===== config.mk =====
export PLATFORM = sky130hd
export DESIGN_NAME = apogee_brake_p_controller
export DESIGN_NICKNAME = d
export VERILOG_FILES = /design/src/apbc_pkg.sv /design/src/apbc_seq.sv /design/src/apogee_brake_p_controller.sv
export SDC_FILE = /design/constraint.sdc
export NUM_CORES = 2
export LEC_CHECK = 0
export ABC_AREA = 1
export BUFFER_PORTS_ARGS = -buffer_cell sky130_fd_sc_hd__buf_2
export CORE_ASPECT_RATIO = 0.5
export CORE_MARGIN = 3
export CORE_UTILIZATION = 40
export DETAILED_ROUTE_END_ITERATION = 8
export SLEW_MARGIN = 20
export SYNTH_ARGS = -nofsm -noshare
export SYNTH_HDL_FRONTEND = slang
export SYNTH_HIERARCHICAL = 1
export SYNTH_SLANG_ARGS = --single-unit
export TNS_END_PERCENT = 10

===== constraint.sdc =====
create_clock -name clk -period 13.9 [get_ports clk]
set_input_delay 2.085 -clock clk [delete_from_list [all_inputs] [get_ports clk]]
set_output_delay 2.085 -clock clk [all_outputs]
set_load 0.03 [all_outputs]

===== src/apbc_pkg.sv =====
// package for the airbrake apogee controller: types, constants and control program
package apbc_pkg;

  localparam int unsigned PC_W = 4;

  localparam logic [16:0] LEVEL_ONE = 17'd65536;

  localparam logic [2:0] REG_TARGET_ALT    = 3'd0;
  localparam logic [2:0] REG_GAIN          = 3'd1;
  localparam logic [2:0] REG_DEADBAND      = 3'd2;
  localparam logic [2:0] REG_MAX_STEP      = 3'd3;
  localparam logic [2:0] REG_MAX_ANGLE     = 3'd4;
  localparam logic [2:0] REG_UPDATE_PERIOD = 3'd5;

  localparam logic [1:0] PHASE_COAST   = 2'd1;
  localparam logic [1:0] PHASE_DESCENT = 2'd2;

  localparam logic FUNC_START = 1'b0;

  // program addresses
  localparam logic [PC_W-1:0] PC_FETCH    = 4'd0;
  localparam logic [PC_W-1:0] PC_DISPATCH = 4'd1;
  localparam logic [PC_W-1:0] PC_GATE     = 4'd2;
  localparam logic [PC_W-1:0] PC_TAKE     = 4'd3;
  localparam logic [PC_W-1:0] PC_MUL      = 4'd4;
  localparam logic [PC_W-1:0] PC_DBAND    = 4'd5;
  localparam logic [PC_W-1:0] PC_CLAMP    = 4'd6;
  localparam logic [PC_W-1:0] PC_ANGLE    = 4'd7;
  localparam logic [PC_W-1:0] PC_EMIT     = 4'd8;
  localparam logic [PC_W-1:0] PC_RET      = 4'd9;
  localparam logic [PC_W-1:0] PC_START    = 4'd10;
  localparam logic [PC_W-1:0] PC_DESC     = 4'd11;

  typedef enum logic [2:0] {
    OP_NONE,
    OP_TAKE,
    OP_MUL,
    OP_CLAMP,
    OP_ANGLE,
    OP_EMIT,
    OP_START,
    OP_DESC
  } apbc_op_t;

  typedef enum logic [3:0] {
    CND_NONE,
    CND_ALWAYS,
    CND_NOACC,
    CND_START,
    CND_SKIP,
    CND_DESC,
    CND_NOCOAST,
    CND_DBAND,
    CND_BUSY
  } apbc_cnd_t;

  typedef struct packed {
    logic            fetch;
    apbc_op_t        op;
    apbc_cnd_t       cnd;
    logic [PC_W-1:0] tgt;
  } apbc_cw_t;

  typedef struct packed {
    logic noacc;
    logic start;
    logic skip;
    logic desc;
    logic nocoast;
    logic dband;
    logic busy;
  } apbc_flags_t;

  function automatic apbc_cw_t apbc_rom(input logic [PC_W-1:0] pc);
    apbc_cw_t cw;
    cw = '{fetch: 1'b0, op: OP_NONE, cnd: CND_NONE, tgt: PC_FETCH};
    case (pc)
      PC_FETCH:    cw = '{fetch: 1'b1, op: OP_NONE,  cnd: CND_NOACC,   tgt: PC_FETCH};
      PC_DISPATCH: cw = '{fetch: 1'b0, op: OP_NONE,  cnd: CND_START,   tgt: PC_START};
      PC_GATE:     cw = '{fetch: 1'b0, op: OP_NONE,  cnd: CND_SKIP,    tgt: PC_FETCH};
      PC_TAKE:     cw = '{fetch: 1'b0, op: OP_TAKE,  cnd: CND_DESC,    tgt: PC_DESC};
      PC_MUL:      cw = '{fetch: 1'b0, op: OP_MUL,   cnd: CND_NOCOAST, tgt: PC_FETCH};
      PC_DBAND:    cw = '{fetch: 1'b0, op: OP_NONE,  cnd: CND_DBAND,   tgt: PC_ANGLE};
      PC_CLAMP:    cw = '{fetch: 1'b0, op: OP_CLAMP, cnd: CND_NONE,    tgt: PC_FETCH};
      PC_ANGLE:    cw = '{fetch: 1'b0, op: OP_ANGLE, cnd: CND_NONE,    tgt: PC_FETCH};
      PC_EMIT:     cw = '{fetch: 1'b0, op: OP_EMIT,  cnd: CND_BUSY,    tgt: PC_EMIT};
      PC_RET:      cw = '{fetch: 1'b0, op: OP_NONE,  cnd: CND_ALWAYS,  tgt: PC_FETCH};
      PC_START:    cw = '{fetch: 1'b0, op: OP_START, cnd: CND_ALWAYS,  tgt: PC_ANGLE};
      PC_DESC:     cw = '{fetch: 1'b0, op: OP_DESC,  cnd: CND_ALWAYS,  tgt: PC_ANGLE};
      default:     cw = '{fetch: 1'b0, op: OP_NONE,  cnd: CND_ALWAYS,  tgt: PC_FETCH};
    endcase
    return cw;
  endfunction

endpackage


===== src/apbc_seq.sv =====
// control sequencer: step counter, program table and conditional jumps
module apbc_seq (
  input  logic                 clk,
  input  logic                 rst_n,
  input  apbc_pkg::apbc_flags_t flags,
  output apbc_pkg::apbc_cw_t    cw
);
  import apbc_pkg::*;

  logic [PC_W-1:0] pc_r;
  logic [PC_W-1:0] pc_nxt;
  logic            take;

  assign cw = apbc_rom(pc_r);

  always_comb begin
    case (cw.cnd)
      CND_NONE:    take = 1'b0;
      CND_ALWAYS:  take = 1'b1;
      CND_NOACC:   take = flags.noacc;
      CND_START:   take = flags.start;
      CND_SKIP:    take = flags.skip;
      CND_DESC:    take = flags.desc;
      CND_NOCOAST: take = flags.nocoast;
      CND_DBAND:   take = flags.dband;
      CND_BUSY:    take = flags.busy;
      default:     take = 1'b1;
    endcase
    pc_nxt = take ? cw.tgt : pc_r + 1'b1;
  end

  always_ff @(posedge clk) begin
    if (!rst_n) begin
      pc_r <= PC_FETCH;
    end else begin
      pc_r <= pc_nxt;
    end
  end

  assert property (@(posedge clk) disable iff (!rst_n)
    (cw.fetch && !flags.noacc) |=> (pc_r == PC_DISPATCH))
    else $error("accepted transaction did not reach dispatch");
  assert property (@(posedge clk) disable iff (!rst_n)
    (cw.op == OP_EMIT && flags.busy) |=> (cw.op == OP_EMIT))
    else $error("emit step left while output busy");
  assert property (@(posedge clk) disable iff (!rst_n)
    (cw.op == OP_START || cw.op == OP_DESC) |=> (cw.op == OP_ANGLE))
    else $error("start or descent step not followed by angle step");

endmodule


===== src/apogee_brake_p_controller.sv =====
// top level of the airbrake apogee controller: registers, datapath and output register
// A start transaction arms the controller and returns kind 0 with zero level and
// angle; a control tick, once update_period ms have passed, retracts in descent or
// drives the deploy level from the apogee error in coast, with deadband and step limit.
// Control runs from a small program table that steps one control word per cycle and
// holds at the emit step while out_valid is high and out_ready low, so the item time
// is set by the program path and by the wait for out_ready. A new transaction is
// taken while an earlier result still sits in the output register.
module apogee_brake_p_controller (
  input  logic        clk,
  input  logic        rst_n,
  input  logic        cfg_we,
  input  logic [2:0]  cfg_addr,
  input  logic [23:0] cfg_wdata,
  input  logic        in_valid,
  output logic        in_ready,
  input  logic        in_func,
  input  logic [31:0] in_now_ms,
  input  logic [1:0]  in_phase,
  input  logic signed [31:0] in_apogee_est,
  output logic        out_valid,
  input  logic        out_ready,
  output logic        out_kind,
  output logic [16:0] out_deploy_level,
  output logic [14:0] out_brake_angle,
  output logic        out_active
);
  import apbc_pkg::*;

  apbc_cw_t    cw;
  apbc_flags_t flags;

  logic [23:0] target_r;
  logic [15:0] gain_r;
  logic [15:0] deadband_r;
  logic [16:0] max_step_r;
  logic [14:0] max_angle_r;
  logic [15:0] period_r;

  logic        func_r;
  logic [31:0] now_r;
  logic [1:0]  phase_r;
  logic [31:0] est_r;

  logic [16:0] level_r;
  logic [16:0] level_nxt;
  logic        active_r;
  logic [31:0] last_r;

  logic signed [32:0] err_r;
  logic signed [32:0] err_nxt;
  logic [46:0] prod_r;
  logic [14:0] ang_r;

  logic        out_valid_r;
  logic        out_kind_r;
  logic [16:0] out_level_r;
  logic [14:0] out_ang_r;
  logic        out_active_r;

  logic        acc;
  logic        busy;
  logic        emit_load;
  logic [31:0] elapsed;
  logic signed [33:0] err_w;
  logic signed [33:0] db_s;
  logic        err_pos;
  logic [30:0] mop;
  logic [38:0] p_sh;
  logic [16:0] cmd;
  logic signed [18:0] delta;
  logic signed [18:0] ms_s;
  logic signed [18:0] lvl_s;
  logic signed [18:0] new_s;
  logic [31:0] aprod;

  apbc_seq u_seq (
    .clk   (clk),
    .rst_n (rst_n),
    .flags (flags),
    .cw    (cw)
  );

  assign in_ready  = cw.fetch;
  assign acc       = in_valid && in_ready;
  assign busy      = out_valid_r && !out_ready;
  assign emit_load = (cw.op == OP_EMIT) && !busy;

  assign elapsed = now_r - last_r;
  assign err_w   = {err_r[32], err_r};
  assign db_s    = $signed({18'd0, deadband_r});
  assign err_nxt = $signed({est_r[31], est_r}) - $signed({9'd0, target_r});
  assign err_pos = !err_r[32] && (err_r != '0);
  assign mop     = err_pos ? err_r[30:0] : '0;

  always_comb begin
    flags.noacc   = !acc;
    flags.start   = (func_r == FUNC_START);
    flags.skip    = !active_r || (elapsed < {16'd0, period_r});
    flags.desc    = (phase_r == PHASE_DESCENT);
    flags.nocoast = (phase_r != PHASE_COAST);
    flags.dband   = (err_w > -db_s) && (err_w < db_s);
    flags.busy    = busy;
  end

  // command clamp and step limit
  always_comb begin
    p_sh  = prod_r[46:8];
    cmd   = (p_sh > {22'd0, LEVEL_ONE}) ? LEVEL_ONE : p_sh[16:0];
    lvl_s = $signed({2'b00, level_r});
    ms_s  = $signed({2'b00, max_step_r});
    delta = $signed({2'b00, cmd}) - lvl_s;
    if (delta > ms_s) begin
      new_s = lvl_s + ms_s;
    end else if (delta < -ms_s) begin
      new_s = lvl_s - ms_s;
    end else begin
      new_s = $signed({2'b00, cmd});
    end
    level_nxt = new_s[16:0];
  end

  assign aprod = {15'd0, level_r} * {17'd0, max_angle_r};

  always_ff @(posedge clk) begin
    if (!rst_n) begin
      target_r    <= 24'd780288;
      gain_r      <= 16'd1024;
      deadband_r  <= 16'd1280;
      max_step_r  <= 17'd3277;
      max_angle_r <= 15'd23040;
      period_r    <= 16'd20;
    end else if (cfg_we) begin
      case (cfg_addr)
        REG_TARGET_ALT:    target_r    <= cfg_wdata;
        REG_GAIN:          gain_r      <= cfg_wdata[15:0];
        REG_DEADBAND:      deadband_r  <= cfg_wdata[15:0];
        REG_MAX_STEP:      max_step_r  <= cfg_wdata[16:0];
        REG_MAX_ANGLE:     max_angle_r <= cfg_wdata[14:0];
        REG_UPDATE_PERIOD: period_r    <= cfg_wdata[15:0];
        default: ;
      endcase
    end
  end

  always_ff @(posedge clk) begin
    if (acc) begin
      func_r  <= in_func;
      now_r   <= in_now_ms;
      phase_r <= in_phase;
      est_r   <= in_apogee_est;
    end
    case (cw.op)
      OP_TAKE:  err_r  <= err_nxt;
      OP_MUL:   prod_r <= {31'd0, gain_r} * {16'd0, mop};
      OP_ANGLE: ang_r  <= aprod[30:16];
      default: ;
    endcase
    if (emit_load) begin
      out_kind_r   <= func_r;
      out_level_r  <= level_r;
      out_ang_r    <= ang_r;
      out_active_r <= active_r;
    end
  end

  always_ff @(posedge clk) begin
    if (!rst_n) begin
      level_r     <= '0;
      active_r    <= 1'b0;
      last_r      <= '0;
      out_valid_r <= 1'b0;
    end else begin
      case (cw.op)
        OP_START: begin
          level_r  <= '0;
          active_r <= 1'b1;
          last_r   <= now_r;
        end
        OP_TAKE:  last_r <= now_r;
        OP_DESC: begin
          level_r  <= '0;
          active_r <= 1'b0;
        end
        OP_CLAMP: level_r <= level_nxt;
        default: ;
      endcase
      if (emit_load) begin
        out_valid_r <= 1'b1;
      end else if (out_ready) begin
        out_valid_r <= 1'b0;
      end
    end
  end

  assign out_valid        = out_valid_r;
  assign out_kind         = out_kind_r;
  assign out_deploy_level = out_level_r;
  assign out_brake_angle  = out_ang_r;
  assign out_active       = out_active_r;

  assert property (@(posedge clk) disable iff (!rst_n) level_r <= LEVEL_ONE)
    else $error("deploy level above full");
  assert property (@(posedge clk) disable iff (!rst_n)
    (cw.op == OP_DESC) |=> (!active_r && level_r == '0))
    else $error("descent did not retract");
  assert property (@(posedge clk) disable iff (!rst_n)
    $rose(out_valid_r) |-> $past(cw.op == OP_EMIT))
    else $error("result raised outside emit step");
  assert property (@(posedge clk) disable iff (!rst_n)
    (cw.op == OP_CLAMP) |=> (cw.op == OP_ANGLE))
    else $error("level update not followed by angle step");

endmodule


==> results.md <==
- Max frequency: between 0.1 and 0.15 GHz
- Min Clock Period, post-route: 8.31 ns
- Post-synthesis cell type count: 57
- Routed WL: about 140 mm
- Share of total power in sequential cells: roughly 31%
- DRC: 0
- Routed length per placed instance: 19.5 µm
- Status: finished, final reports clean
- Most used cell, CP: inv_1
- Crit start category: flip-flop
- Vias in the first global route: 38300
- Layout area overhead: 7.92%
- CP Class: flip-flop to flip-flop
- Avg Vias per Cell: 5.17
- Initial antenna violation count: 2
- Placed cell count: between 7000 and 8000
- GP Congestion: around 0.94
- Core Box Area: 111000 µm²
- Die H: between 200 and 250 µm
- CTS clock-pin slew for the worst setup and hold paths: 0.06 ns
- PortBufs: 134
- First-pass GRT wire length: around 220 mm
- Min-Delay Path Class: flip-flop to flip-flop
- Element type at the critical path end: flip-flop
- DRT iter0 DRCs: 2911
- CTS resizes: 0
- Post-Syn Area: between 40000 and 50000 µm²
- NetSw: a little under 2000 µW
- Largest net degree at the start of global routing: 75
- Worst Tran Pin Value: 1.13 ns
- Clock root buffer: clkbuf_16
- VDD IR max: 0.0000794 V
- CTS tree: built
- Deepest clock path buffer count: 3
- Hold Fails Final Rpt: 0
- Via Count: 37000
- Mapped Cells: around 5600
- Endpoints failing setup: 0
- Leakage: 0.0240 µW
- Worst Path Max Fanout: 22
- Crit path max-delay cell type: nand2_1
- RSZ-0062 raised after global routing: false
- Asr flop ratio synth: 0%
- Clk_lat worst skew: approximately 0.6 ns
- HPWL Detailed: 113 mm
- Sequential area share after synthesis: 20.2%
- Clock sinks: about 360
- Tcrit/Tclk final: 59.8%
- WP data required: 14.20 ns
- GR Overflow Total: 0
- Max stage delay on crit path: 0.73 ns
- Post-synthesis register bit count: 359
- Syn nets: 6677
- CP arrival: 8.62 ns
- Die W: 480 µm
- Sum Neg Setup Slack: 0 ns
- CTS Buf Count: 38
- Clock power share: between 20% and 30%
- Max Cap Viol: 0
- Starting Density: 40.6%
- Post-CTS Setup Bufs: 0
- Synth Flop Type: edfxtp_1
- Die area: between 100000 and 150000 µm²
- Final Slew Violations: 0
- Pwr Density: 92.9 nW/µm²
- Mean Syn Cell Area: 8.09 µm²
- Cell Rows: 86
- Combinational share of power: between 40% and 50%
- Ports: 135
- Router iterations before antenna repair: 6
- Nets: 6734
- Htree depth: 2
- Gr usage total: 23.9%
- Cell Count, Final, Fillers Out: just over 7000
- Internal power: 2580 µW
- Sw Share: 42.7%
- Ys Warns: 6
- Max_slew headroom: 24.5%
- Final Skew: 0.0490 ns
- Post-synth EDFFs: between 150 and 200
- Antenna Nets Post-Route: 0
- Cts hold-fix bufs: 0
- Ratio of cells with drive above 1 in the final layout: 6.20%
==> cells in the final DEF (no fill, tap or decap), types with 7 or more instances in the layout <==
cell type / instances
a211oi_1: 9
a21o_1: 9
a21oi_1: 379
a31oi_1: 39
buf_2: 133
buf_4: 65
clkbuf_16: 40
clkinv_1: 19
dfxtp_1: 171
edfxtp_1: 188
fa_1: 599
ha_1: 418
inv_1: 1169
inv_2: 13
nand2_1: 1031
nand2_2: 15
nand3_1: 135
nand3_2: 7
nand3b_1: 8
nand4_1: 37
nor2_1: 505
nor2_2: 15
nor3_1: 49
nor3_2: 12
nor4_1: 21
o211ai_1: 18
o21a_1: 16
o21ai_0: 245
o21ai_1: 16
o21ai_2: 11
xnor2_1: 53
xor2_1: 127
==> logic make-up after synthesis <==
| family | synth area share [%] |
|---|---|
| AOI/OAI and AO/OA | 9.51 |
| xor gates and xnor gates | 3.51 |
| adders and majority gates | 38.3 |
| buffers and inverters | 11.6 |
| DFF | 20.2 |
| and+or+nand+nor | 16.9 |
==> state kept, by name (all words and copies together) (netlist names), 16 cells and up <==
signal	cells
target_r	24
level_r	17
deadband_r	16
max_step_r	17
out_deploy_level	17
gain_r	16
prod_r	39
period_r	16
err_r	33
est_r	32
now_r	32
last_r	32
==> synthesized netlist by cell type (13+ instances only) <==
cell type / number / share of area [%]
nor3_1: 52 / 0.58
clkbuf_1: 156 / 1.3
nand2_1: 1031 / 8.6
a31oi_1: 39 / 0.54
a21oi_1: 379 / 4.2
nand3_1: 135 / 1.5
o21a_1: 16 / 0.27
xnor2_1: 53 / 1.0
xor2_1: 127 / 2.5
edfxtp_1: 188 / 13
nand4_1: 37 / 0.51
o21ai_1: 16 / 0.18
nor4_1: 21 / 0.29
clkinv_1: 14 / 0.12
ha_1: 418 / 12
o21ai_0: 245 / 2.7
nor2_2: 13 / 0.18
nand2_2: 15 / 0.21
nor2_1: 507 / 4.2
o211ai_1: 18 / 0.30
fa_1: 599 / 27
buf_2: 14 / 0.16
inv_1: 1170 / 9.8
dfxtp_1: 171 / 7.6
==> through the flow <==
step	total power (µW)	setup slack (ns)	hold WS, ns	utilization [%]	area (µm²)
final	4510	5.59	0.417	43.8	48500
after global placement	3430	5.69	0.402	42.7	47300
after detailed placement	3470	5.58	0.405	42.7	47300
after CTS	4530	5.53	0.419	43.8	48500
after global routing	4870	4.98	0.427	43.8	48500
after floorplan	2860	7.47	0.400	-	45000
==> path summary, 6_finish.rpt <==
kind | from | to | slack (ns) | depth (start not counted)
hold / removal | ang_r[9]$_DFFE_PN_ | out_brake_angle[9]$_DFFE_PP_ | 0.42 | 0
hold reg to reg | ang_r[9]$_DFFE_PN_ | out_brake_angle[9]$_DFFE_PP_ | 0.42 | 0
setup / recovery | err_r[30]$_DFFE_PN_ | prod_r[37]$_DFFE_PN_ | 5.59 | 30
setup reg to reg | err_r[30]$_DFFE_PN_ | prod_r[37]$_DFFE_PN_ | 5.59 | 30
==> power by group through the flow <==
stage               sequential, µW  clock, µW  combinational (µW)
floorplan                     1390          0                1470
global placement              1400          0                2030
detailed placement            1410          0                2060
CTS                           1380       1070                2070
global route                  1400       1120                2350
finish                        1380       1050                2080
==> critical path, delay by kind of cell (launching register included) <==
family,cells,cell delay [ns]
AOI/OAI and AO/OA,6,1.12
buffers and inverters,8,1.18
DFF,1,0.41
adders and majority gates,7,3.25
xor gates and xnor gates,1,0.15
and+or+nand+nor,8,1.91
==> area by class of cell <==
cell class	count	area, µm²
Fill cell	11200	62300
Tap cell	1496	1870
Antenna cell	2	5.00
Inverter	1197	4500
Sequential cell	359	9070
Clock buffer	50	1060
Clock inverter	19	180
Multi-Input combinational cell	3824	30700
Timing Repair Buffer	198	1150
==> layer usage <==
layer	part of all wire, %	track usage, %
met5	0	0
met4	2.6	6.24
met3	7.3	4.09
met2	46	39.3
met1	44	32.6
No activity file was read; power rests on OpenSTA's default activity.
